==> config.mk <==
export PLATFORM = sky130hd
export DESIGN_NAME = zip_stored_entry_verifier
export DESIGN_NICKNAME = d
export VERILOG_FILES = /design/src/design/zsev_pkg.sv /design/src/design/zsev_crc_step.sv /design/src/design/zsev_entry_ctrl.sv /design/src/design/zsev_out_reg.sv /design/src/design/zip_stored_entry_verifier.sv
export SDC_FILE = /design/constraint.sdc
export NUM_CORES = 1
export LEC_CHECK = 0
export BUFFER_PORTS_ARGS = -buffer_cell sky130_fd_sc_hd__buf_2
export CAP_MARGIN = 15
export CORE_ASPECT_RATIO = 1.75
export CORE_MARGIN = 10
export CORE_UTILIZATION = 40
export CTS_CLUSTER_DIAMETER = 150
export CTS_CLUSTER_SIZE = 40
export DETAILED_ROUTE_END_ITERATION = 10
export SLEW_MARGIN = 20
export SYNTH_ARGS = -nofsm -noshare
export SYNTH_HDL_FRONTEND = slang
export SYNTH_SLANG_ARGS = --single-unit
==> constraint.sdc <==
create_clock -name clk -period 7.4 [get_ports clk]
set_input_delay 0.74 -clock clk [delete_from_list [all_inputs] [get_ports clk]]
set_output_delay 0.74 -clock clk [all_outputs]
set_load 0.1 [all_outputs]
==> src/design/zsev_pkg.sv <==
// Package with the shared types, codes and CRC table of the stored ZIP entry verifier.
package zsev_pkg;

  // Width of the payload byte counter.
  localparam int LENGTH_BITS = 32;

  // Local header signature words and the store method code.
  localparam logic [15:0] SIG_PK       = 16'h4B50;
  localparam logic [15:0] SIG_LOCAL    = 16'h0403;
  localparam logic [15:0] METHOD_STORE = 16'h0000;

  // Item codes.
  localparam logic OP_HEADER = 1'b0;
  localparam logic OP_DATA   = 1'b1;

  // Result status codes.
  localparam logic [1:0] ST_OK          = 2'd0;
  localparam logic [1:0] ST_INVALID     = 2'd1;
  localparam logic [1:0] ST_UNSUPPORTED = 2'd2;
  localparam logic [1:0] ST_INTEGRITY   = 2'd3;

  // CRC start value.
  localparam logic [31:0] CRC_INIT = 32'hFFFF_FFFF;

  // One input transaction.
  typedef struct packed {
    logic        opcode;
    logic [15:0] pk_signature;
    logic [15:0] header_signature;
    logic [15:0] compression_method;
    logic [15:0] general_flags;
    logic [31:0] expected_crc;
    logic [31:0] data_length;
    logic [7:0]  data_byte;
  } in_item_t;

  // One result transaction.
  typedef struct packed {
    logic [1:0]  status;
    logic [31:0] computed_crc;
  } out_item_t;

  // A result handed from the entry control to the output register.
  typedef struct packed {
    logic      valid;
    out_item_t item;
  } res_t;

  // Reflected CRC-32 table for one nibble, polynomial 0xEDB88320.
  function automatic logic [31:0] nib_tab(input logic [3:0] idx);
    logic [31:0] val;
    case (idx)
      4'h0: val = 32'h00000000;
      4'h1: val = 32'h1DB71064;
      4'h2: val = 32'h3B6E20C8;
      4'h3: val = 32'h26D930AC;
      4'h4: val = 32'h76DC4190;
      4'h5: val = 32'h6B6B51F4;
      4'h6: val = 32'h4DB26158;
      4'h7: val = 32'h5005713C;
      4'h8: val = 32'hEDB88320;
      4'h9: val = 32'hF00F9344;
      4'hA: val = 32'hD6D6A3E8;
      4'hB: val = 32'hCB61B38C;
      4'hC: val = 32'h9B64C2B0;
      4'hD: val = 32'h86D3D2D4;
      4'hE: val = 32'hA00AE278;
      4'hF: val = 32'hBDBDF21C;
      default: val = 32'h00000000;
    endcase
    return val;
  endfunction

endpackage

==> src/design/zsev_crc_step.sv <==
// Byte update of the reflected CRC-32 by two nibble table steps, low nibble first.
module zsev_crc_step import zsev_pkg::*; (
  input  logic [31:0] crc,
  input  logic [7:0]  data,
  output logic [31:0] crc_new
);

  logic [31:0] crc_mid;

  // Low nibble step, then high nibble step.
  always_comb begin
    crc_mid = {4'h0, crc[31:4]} ^ nib_tab(crc[3:0] ^ data[3:0]);
    crc_new = {4'h0, crc_mid[31:4]} ^ nib_tab(crc_mid[3:0] ^ data[7:4]);
  end

endmodule

==> src/design/zsev_entry_ctrl.sv <==
// Entry state of the verifier: header checks, byte counting and CRC accumulation.
module zsev_entry_ctrl import zsev_pkg::*; (
  input  logic        clk,
  input  logic        rst,
  input  logic        fire,
  input  in_item_t    cur,
  input  logic [15:0] supported_flags,
  output res_t        res
);

  logic [31:0]            crc_acc;
  logic [31:0]            crc_acc_next;
  logic [LENGTH_BITS-1:0] bytes_remaining;
  logic [LENGTH_BITS-1:0] bytes_remaining_next;
  logic [31:0]            crc_expected;
  logic [31:0]            crc_expected_next;
  logic                   receiving;
  logic                   receiving_next;
  logic [31:0]            crc_stepped;
  logic [LENGTH_BITS-1:0] rem_dec;
  logic [LENGTH_BITS-1:0] hdr_len;
  logic                   sig_bad;
  logic                   unsupp;

  zsev_crc_step u_crc_step (
    .crc     (crc_acc),
    .data    (cur.data_byte),
    .crc_new (crc_stepped)
  );

  // Header decode.
  assign hdr_len = cur.data_length[LENGTH_BITS-1:0];
  assign sig_bad = (cur.pk_signature != SIG_PK) || (cur.header_signature != SIG_LOCAL);
  assign unsupp  = (cur.compression_method != METHOD_STORE) ||
                   ((cur.general_flags & ~supported_flags) != 16'h0000);
  assign rem_dec = bytes_remaining - {{(LENGTH_BITS-1){1'b0}}, 1'b1};

  // Next state and result for the transaction in the input register.
  always_comb begin
    crc_acc_next         = crc_acc;
    bytes_remaining_next = bytes_remaining;
    crc_expected_next    = crc_expected;
    receiving_next       = receiving;
    res                  = '0;
    if (fire) begin
      if (cur.opcode == OP_HEADER) begin
        receiving_next = 1'b0;
        if (sig_bad) begin
          res.valid       = 1'b1;
          res.item.status = ST_INVALID;
        end else if (unsupp) begin
          res.valid       = 1'b1;
          res.item.status = ST_UNSUPPORTED;
        end else begin
          crc_acc_next         = CRC_INIT;
          crc_expected_next    = cur.expected_crc;
          bytes_remaining_next = hdr_len;
          if (hdr_len == '0) begin
            // Empty payload: the final CRC is the inverted start value.
            res.valid             = 1'b1;
            res.item.computed_crc = ~CRC_INIT;
            res.item.status       = (cur.expected_crc == ~CRC_INIT) ? ST_OK : ST_INTEGRITY;
          end else begin
            receiving_next = 1'b1;
          end
        end
      end else if (receiving) begin
        crc_acc_next         = crc_stepped;
        bytes_remaining_next = rem_dec;
        if (rem_dec == '0) begin
          receiving_next        = 1'b0;
          res.valid             = 1'b1;
          res.item.computed_crc = ~crc_stepped;
          res.item.status       = (~crc_stepped == crc_expected) ? ST_OK : ST_INTEGRITY;
        end
      end
    end
  end

  // State registers.
  always_ff @(posedge clk) begin
    if (rst) begin
      crc_acc         <= CRC_INIT;
      bytes_remaining <= '0;
      crc_expected    <= '0;
      receiving       <= 1'b0;
    end else begin
      crc_acc         <= crc_acc_next;
      bytes_remaining <= bytes_remaining_next;
      crc_expected    <= crc_expected_next;
      receiving       <= receiving_next;
    end
  end

  // An entry in progress always has bytes left to count.
  a_recv_count: assert property (@(posedge clk) disable iff (rst)
    receiving |-> (bytes_remaining != '0))
    else $error("receiving with zero bytes remaining");

  // A data byte while idle leaves the CRC untouched.
  a_idle_data: assert property (@(posedge clk) disable iff (rst)
    fire && (cur.opcode == OP_DATA) && !receiving |=> $stable(crc_acc))
    else $error("idle data byte changed the CRC");

  // Finishing an entry always reports a result.
  a_finish_result: assert property (@(posedge clk) disable iff (rst)
    receiving && !receiving_next && fire && (cur.opcode == OP_DATA) |-> res.valid)
    else $error("entry finished without a result");

endmodule

==> src/design/zsev_out_reg.sv <==
// Result register that holds one result transaction until the consumer takes it.
module zsev_out_reg import zsev_pkg::*; (
  input  logic      clk,
  input  logic      rst,
  input  res_t      res,
  input  logic      result_stall,
  output logic      result_valid,
  output out_item_t result
);

  // Valid flag: load on a new result, drop once taken.
  always_ff @(posedge clk) begin
    if (rst) begin
      result_valid <= 1'b0;
    end else if (res.valid) begin
      result_valid <= 1'b1;
    end else if (!result_stall) begin
      result_valid <= 1'b0;
    end
  end

  // Payload is loaded only with a new result.
  always_ff @(posedge clk) begin
    if (res.valid) begin
      result <= res.item;
    end
  end

  // A new result never overwrites one that is still stalled.
  a_no_overwrite: assert property (@(posedge clk) disable iff (rst)
    res.valid |-> (!result_valid || !result_stall))
    else $error("result overwritten while stalled");

  // Header errors carry a zero CRC.
  a_err_crc_zero: assert property (@(posedge clk) disable iff (rst)
    result_valid && ((result.status == ST_INVALID) || (result.status == ST_UNSUPPORTED))
    |-> (result.computed_crc == 32'h0))
    else $error("header error with nonzero CRC");

  // A stalled result stays on the port.
  a_hold: assert property (@(posedge clk) disable iff (rst)
    result_valid && result_stall |=> result_valid)
    else $error("stalled result dropped");

endmodule

==> src/design/zip_stored_entry_verifier.sv <==
// Top level of the stored ZIP entry verifier: input register, flag register and result path.
//
//   channel  | direction | handshake          | payload
//   ---------+-----------+--------------------+----------------------------
//   item     | in        | item_valid/stall   | in_item_t (header or byte)
//   result   | out       | result_valid/stall | out_item_t (status, CRC)
//   cfg      | in        | cfg_valid/ready    | supported_flags, 16 bits
//
// One transaction per cycle is accepted while item_stall is low; each is processed when it
// leaves the input register, and its result is held in the output register the cycle after.
// The cycle is set by two chained 16-entry nibble table lookups in the CRC update.
// Reset (rst, synchronous) empties both registers and clears the entry state.
// A stalled result holds the input register, and item_stall rises only then.
module zip_stored_entry_verifier import zsev_pkg::*; (
  input  logic        clk,
  input  logic        rst,
  input  logic        item_valid,
  output logic        item_stall,
  input  in_item_t    item,
  output logic        result_valid,
  input  logic        result_stall,
  output out_item_t   result,
  input  logic        cfg_valid,
  output logic        cfg_ready,
  input  logic [15:0] cfg_data
);

  logic        s1_valid;
  in_item_t    s1_item;
  logic        out_free;
  logic        advance;
  logic [15:0] supported_flags;
  res_t        res;

  // Handshake control.
  assign out_free   = !result_valid || !result_stall;
  assign advance    = s1_valid && out_free;
  assign item_stall = s1_valid && !out_free;
  assign cfg_ready  = 1'b1;

  // Flag mask register.
  always_ff @(posedge clk) begin
    if (rst) begin
      supported_flags <= 16'h0000;
    end else if (cfg_valid && cfg_ready) begin
      supported_flags <= cfg_data;
    end
  end

  // Input register.
  always_ff @(posedge clk) begin
    if (rst) begin
      s1_valid <= 1'b0;
    end else if (item_valid && !item_stall) begin
      s1_valid <= 1'b1;
    end else if (advance) begin
      s1_valid <= 1'b0;
    end
  end

  always_ff @(posedge clk) begin
    if (item_valid && !item_stall) begin
      s1_item <= item;
    end
  end

  zsev_entry_ctrl u_entry_ctrl (
    .clk             (clk),
    .rst             (rst),
    .fire            (advance),
    .cur             (s1_item),
    .supported_flags (supported_flags),
    .res             (res)
  );

  zsev_out_reg u_out_reg (
    .clk          (clk),
    .rst          (rst),
    .res          (res),
    .result_stall (result_stall),
    .result_valid (result_valid),
    .result       (result)
  );

  // The input stalls only when a held transaction cannot move on.
  a_stall_cause: assert property (@(posedge clk) disable iff (rst)
    item_stall |-> (s1_valid && result_valid && result_stall))
    else $error("input stalled without cause");

  // A held transaction is kept until it is processed.
  a_s1_keep: assert property (@(posedge clk) disable iff (rst)
    s1_valid && !advance |=> s1_valid && $stable(s1_item))
    else $error("held transaction lost");

  // Results come only from processed transactions.
  a_res_src: assert property (@(posedge clk) disable iff (rst)
    res.valid |-> advance)
    else $error("result without a processed transaction");

endmodule
# ---- After elaboration in Yosys (flattened, before gate mapping)
# Memory sizes are Yosys's and may differ from the RTL's.
# Cells that the tools add are included.
dict set report totals {
  in_bits 158
  register_bits 286
  word_cells 84
  mem_count 2
  mem_bits_ro 896
}
# name depth width read_ports rd_ports_with_merged_regs write_ports line_no
set memory_table {}
lappend memory_table {{(no name shown)} 16 28 1 0 0 zsev_pkg.sv:52} ;# case (idx)
lappend memory_table {{(no name shown)} 16 28 1 0 0 zsev_pkg.sv:52}
dict set report op_classes {
  bitwise 10
  eq_ne 7
  muxes 29
  add_sub_neg 1
  n_reduce_logical 18
}
# op count
set ops {}
lappend ops {{$mux 32} 10}
lappend ops {{$mux 35} 5}
lappend ops {{$logic_not 32->1} 3}
lappend ops {{$xor 28x32->32} 2}
lappend ops {{$eq 32x32->1} 1}
lappend ops {{$not 32->32} 1}
lappend ops {{$reduce_bool 16->1} 2}
lappend ops {{$sub 32x1->32 const B} 1}
lappend ops {{$and 16x16->16} 1}
lappend ops {{$ne 16x11->1 const B} 1}
lappend ops {{$ne 16x15->1 const B} 1}
lappend ops {{$not 16->16} 1}
lappend ops {{$mux 1} 10}
lappend ops {{$reduce_and 4->1} 2}
lappend ops {{$xor 4x4->4} 2}
lappend ops {{$mux 3} 2}
lappend ops {{$logic_not 1->1} 4}
lappend ops {{$mux 2} 2}
lappend ops {{$ne 2x1->1 const B} 2}
lappend ops {{$ne 2x2->1 const B} 2}
lappend ops {{$logic_and 1x1->1} 3}
lappend ops {{$logic_or 1x1->1} 3}
lappend ops {{$not 1->1} 3}
lappend ops {{$reduce_bool 2->1} 1}

# ---- Depth between registers and ports, before layout
# An unclocked memory read counts as a cell.
dict set report logic_depth {
  depth_word 14
  ltp_mapped 10
  ltp_nobuf 10
}

# ---- Cells and area by module
# A second synthesis with hierarchy kept.
dict set report hier_totals {
  cells_unflattened 1037
  area_unflattened_um2 12475.7
}
# mod area_per_inst_um2 instances cells_per_inst
set by_module_without_submodules {}
lappend by_module_without_submodules {zsev_entry_ctrl 5821.8 1 729}
lappend by_module_without_submodules {zip_stored_entry_verifier 4755.8 1 198}
lappend by_module_without_submodules {zsev_out_reg 1049.8 1 37}
lappend by_module_without_submodules {zsev_crc_step 848.3 1 73}

# ---- Worst setup path after synthesis
# No wires, ideal clock.
dict set report synth_timing {
  path_type {register -> register}
  start {register u_out_reg.result_valid}
  end {register s1_item[0] (netlist name), enable pin}
  path_stages_with_launch 3
  slack_ns -0.746
  arrival_ns 7.497
  setup_ns 0.648
  path_buffers 0
  cell_sequence {dfxtp_1 and3_1 nor2b_1}
}
dict set report synth_via {
  elab_chain_cells 6
}
# element line_no
set synth_rtl {}
lappend synth_rtl {{from (decl)} zsev_out_reg.sv:7} ;# output logic result_valid,
lappend synth_rtl {{from (signal assigned)} zsev_out_reg.sv:14} ;# result_valid <= 1'b0;
lappend synth_rtl {{from (signal assigned)} zsev_out_reg.sv:16} ;# result_valid <= 1'b1;
lappend synth_rtl {{from (signal assigned)} zsev_out_reg.sv:18} ;# result_valid <= 1'b0;
lappend synth_rtl {{$logic_not 1->1} zip_stored_entry_verifier.sv:36} ;# assign out_free = !result_valid || !result_stall;
lappend synth_rtl {{$logic_or 1x1->1} zip_stored_entry_verifier.sv:36}
lappend synth_rtl {{$logic_not 1->1} zip_stored_entry_verifier.sv:38} ;# assign item_stall = s1_valid && !out_free;
lappend synth_rtl {{$logic_and 1x1->1} zip_stored_entry_verifier.sv:38}
lappend synth_rtl {{named net item_stall} zip_stored_entry_verifier.sv:18} ;# output logic item_stall,
lappend synth_rtl {{$logic_not 1->1} zip_stored_entry_verifier.sv:62} ;# if (item_valid && !item_stall) begin
lappend synth_rtl {{$logic_and 1x1->1} zip_stored_entry_verifier.sv:62}
lappend synth_rtl {{to (signal assigned)} zip_stored_entry_verifier.sv:63} ;# s1_item <= item;
lappend synth_rtl {{to (decl)} zip_stored_entry_verifier.sv:29} ;# in_item_t s1_item;
# The timed path passes the listed nets, and every way through them passes these cells.
# A chain may end at the register's enable or synchronous reset.

==> impl_metrics.sql <==
INSERT INTO impl_metrics (metric_group, metric, value, unit) VALUES
('synthesis', 'synth_top_area_cell', 'edfxtp_1', ''),
('route', 'first_pass_iters', '5', ''),
('power_and_ir_drop', 'internal_power', '2.16', 'mW'),
('cells_and_area', 'fraction_of_layout_cells_with_a_size_suffix_above_1', '20.7', '%'),
('floorplan', 'row_count', '85', ''),
('worst_setup_path', 'critical_path.n_buffers_inverters', '3', ''),
('clock_tree', 'clock_path_buffers', '3', ''),
('global_routing', 'grt_first_pass_wirelength', '48700', 'um'),
('worst_setup_path', 'critical_path_arrival', '4.21', 'ns'),
('worst_setup_path', 'cp-end-kind', 'flop', ''),
('power_and_ir_drop', 'combinationalPowerShare', '11.8', '%'),
('worst_setup_path', 'crit_slowest_cell', 'nor4b_2', ''),
('cells_and_area', 'fillers', '2848', ''),
('synthesis', 'synthesis.area_per_instance', '11.9', 'um2'),
('global_routing', 'grt_start_max_net_pins', '71', ''),
('placement', 'last_weighted_congestion_value_of_the_routability_driven_placer', '0.871', ''),
('clock_tree', 'post_cts_hold_buffer_count', '0', ''),
('synthesis', 'yosys-top-cells-area', 'edfxtp_1 (41%), dfxtp_1 (19%), xnor2_1 (4.2%), mux2i_1 (4.0%), nor2_1 (3.7%)', ''),
('cells_and_area', 'seq_area', '7440', 'um2'),
('timing', 'timing.hold.ws', '0.387', 'ns'),
('global_routing', 'groute.usage.overall', '15.7', '%'),
('worst_setup_path', 'worstSetupStartpoint', 'u_entry_ctrl.bytes_remaining[0]', ''),
('worst_setup_path', 'criticalPathCategory', 'flop to flop', ''),
('synthesis', 'synth-seq-cells', '286', ''),
('clock_tree', 'clock_insertion_delay_worst_skew', '0.51', 'ns'),
('timing', 'setup_total_negative_slack', '0', 'ns'),
('floorplan', 'io-pin-count', '195', ''),
('route', 'postRouteAntennaNets', '0', ''),
('power_and_ir_drop', 'swShare', '24.9', '%'),
('worst_setup_path', 'critical_path.endpoint', 'u_out_reg.result[3]', ''),
('clock_tree', 'cts.repair.resized', '0', ''),
('route', 'wire_per_inst', '19.7', 'um'),
('power_and_ir_drop', 'total_leakage_power', '5.48', 'nW'),
('worst_setup_path', 'worst_ep_required_time', '7.55', 'ns'),
('clock_tree', 'post_cts.repair.setup_buffers', '0', ''),
('cells_and_area', 'multiInputGateArea', '4660', 'um2'),
('global_routing', 'grt_pass1_vias', '8645', ''),
('route', 'routed_wl', '31700', 'um'),
('synthesis', 'yosys_most_used_dff', 'edfxtp_1', ''),
('synthesis', 'synthCells', '1047', ''),
('synthesis', 'synth.yosys.seq_area_share', '59.9', '%'),
('clock_tree', 'cts_num_sinks', '286', ''),
('timing', 'timing_hold_violations_final', '0', ''),
('synthesis', 'synth_warnings', '0', ''),
('worst_setup_path', 'r2r.worst_path.cells', '11', ''),
('synthesis', 'synth.most_common_cell', 'edfxtp_1', ''),
('route', 'num_vias', '8450', ''),
('cells_and_area', 'final_net_count', '1371', ''),
('synthesis', 'syn-num-nets', '1207', ''),
('timing', 'min_period_over_period', '54.8', '%'),
('worst_setup_path', 'regToRegEndpoint', 'u_out_reg.result[3]', ''),
('placement', 'detailedPlacementHpwl', '24300', 'um'),
('placement', 'io_buffer_count', '193', ''),
('timing', 'setup-violations-final', '0', ''),
('floorplan', 'floorplan.initialDensity', '40.4', '%'),
('cells_and_area', 'post-route-util', '45.8', '%'),
('route', 'residual_drc', '0', ''),
('clock_tree', 'cts_htree_levels', '1', ''),
('timing', 'max-slew-margin-rel', '32.8', '%'),
('worst_setup_path', 'worstSetupStartpointType', 'flop', ''),
('synthesis', 'synth_cell_type_count', '77', ''),
('outcome', 'result_of_the_run', 'finished clean', ''),
('clock_tree', 'cts_tree', 'built', ''),
('floorplan', 'die_footprint', '38800', 'um2'),
('floorplan', 'core', '30700', 'um2'),
('timing', 'drv_slew', '0', ''),
('worst_setup_path', 'critical_path.max_fanout', '34', ''),
('synthesis', 'yosysTopAreaCellShare', '41.4', '%'),
('power_and_ir_drop', 'total_switching_power', '0.715', 'mW'),
('synthesis', 'synth_enable_flop_cells', '171', ''),
('clock_tree', 'tritoncts.num_buffers', '11', '');
sequential cells by signal (all words and copies together) (netlist names):
register                      cells
s1_item                         137
s1_valid                          1
supported_flags                  16
u_entry_ctrl.bytes_remaining     32
u_entry_ctrl.crc_acc             32
u_entry_ctrl.crc_expected        32
u_entry_ctrl.receiving            1
u_out_reg.result                 34
u_out_reg.result_valid            1
layout make-up:
class,instances,area share [%]
Sequential cell,286,52.9
Multi-Input combinational cell,687,33.2
Timing Repair Buffer,202,7.51
Tap cell,391,3.48
Clock buffer,16,2.09
Inverter,23,0.614
Clock inverter,1,0.213
Antenna cell,4,0.0712
placed cells by master, fill, tap and decap left out, types with 23 or more instances in the layout:
cell type	synthesis	routed
o22ai_1	45	45
edfxtp_1	171	171
o21ai_0	30	30
mux2i_1	50	50
nand2_1	62	62
xnor2_1	60	60
nor4_1	29	29
dfxtp_1	115	115
a21oi_1	28	27
nand2b_1	39	39
xor2_1	26	26
inv_1	23	23
nor2_1	124	124
nor3_1	23	23
buf_2	0	192
per-layer routing:
metal  track usage [%]  up-vias  wire length (um)
li1                  -     4123                 -
met1              15.4     4069             11100
met2              31.8      207             18300
met3              2.60       49              1310
met4              5.30        2               986
met5                 0        -                12
through the flow:
stage	cell area (um2)	std cells	setup WS, ns	total power, mW
finish	14100	1610	3.34	2.88
global route	14100	1608	2.98	2.99
CTS	14000	1605	3.34	2.92
detailed placement	13700	1588	3.41	2.15
global placement	13700	1588	3.51	2.15
floorplan	12400	1047	1.88	2.03
logic make-up after synthesis:
family | Yosys count | synth area share, %
DFF | 286 | 59.9
buffers and inverters | 74 | 2.67
and+or+nand+nor | 362 | 14.9
muxes | 50 | 4.03
xor gates and xnor gates | 107 | 9.54
adders and majority gates | 2 | 0.202
AOI/OAI and AO/OA | 165 | 8.72
other | 1 | 0.0302
worst min-delay path by stage:
stage                                  start                  endpoint  slack, ns  cells after the start
floorplan           u_entry_ctrl.crc_acc[12]  u_entry_ctrl.crc_acc[12]       0.45                      2
global placement    u_entry_ctrl.crc_acc[12]  u_entry_ctrl.crc_acc[12]       0.46                      2
detailed placement  u_entry_ctrl.crc_acc[12]  u_entry_ctrl.crc_acc[12]       0.48                      2
CTS                                 item[18]               s1_item[18]       0.36                      1
global route                        item[21]               s1_item[21]       0.36                      1
finish                              item[18]               s1_item[18]       0.39                      1
power groups by stage:
stage / clock network, mW / registers, mW / logic, mW
floorplan: 0 / 1.84 / 0.186
global placement: 0 / 1.81 / 0.338
detailed placement: 0 / 1.81 / 0.341
CTS: 0.805 / 1.77 / 0.342
global route: 0.850 / 1.78 / 0.365
finish: 0.766 / 1.77 / 0.339
Power figures use the tool's default switching activity.
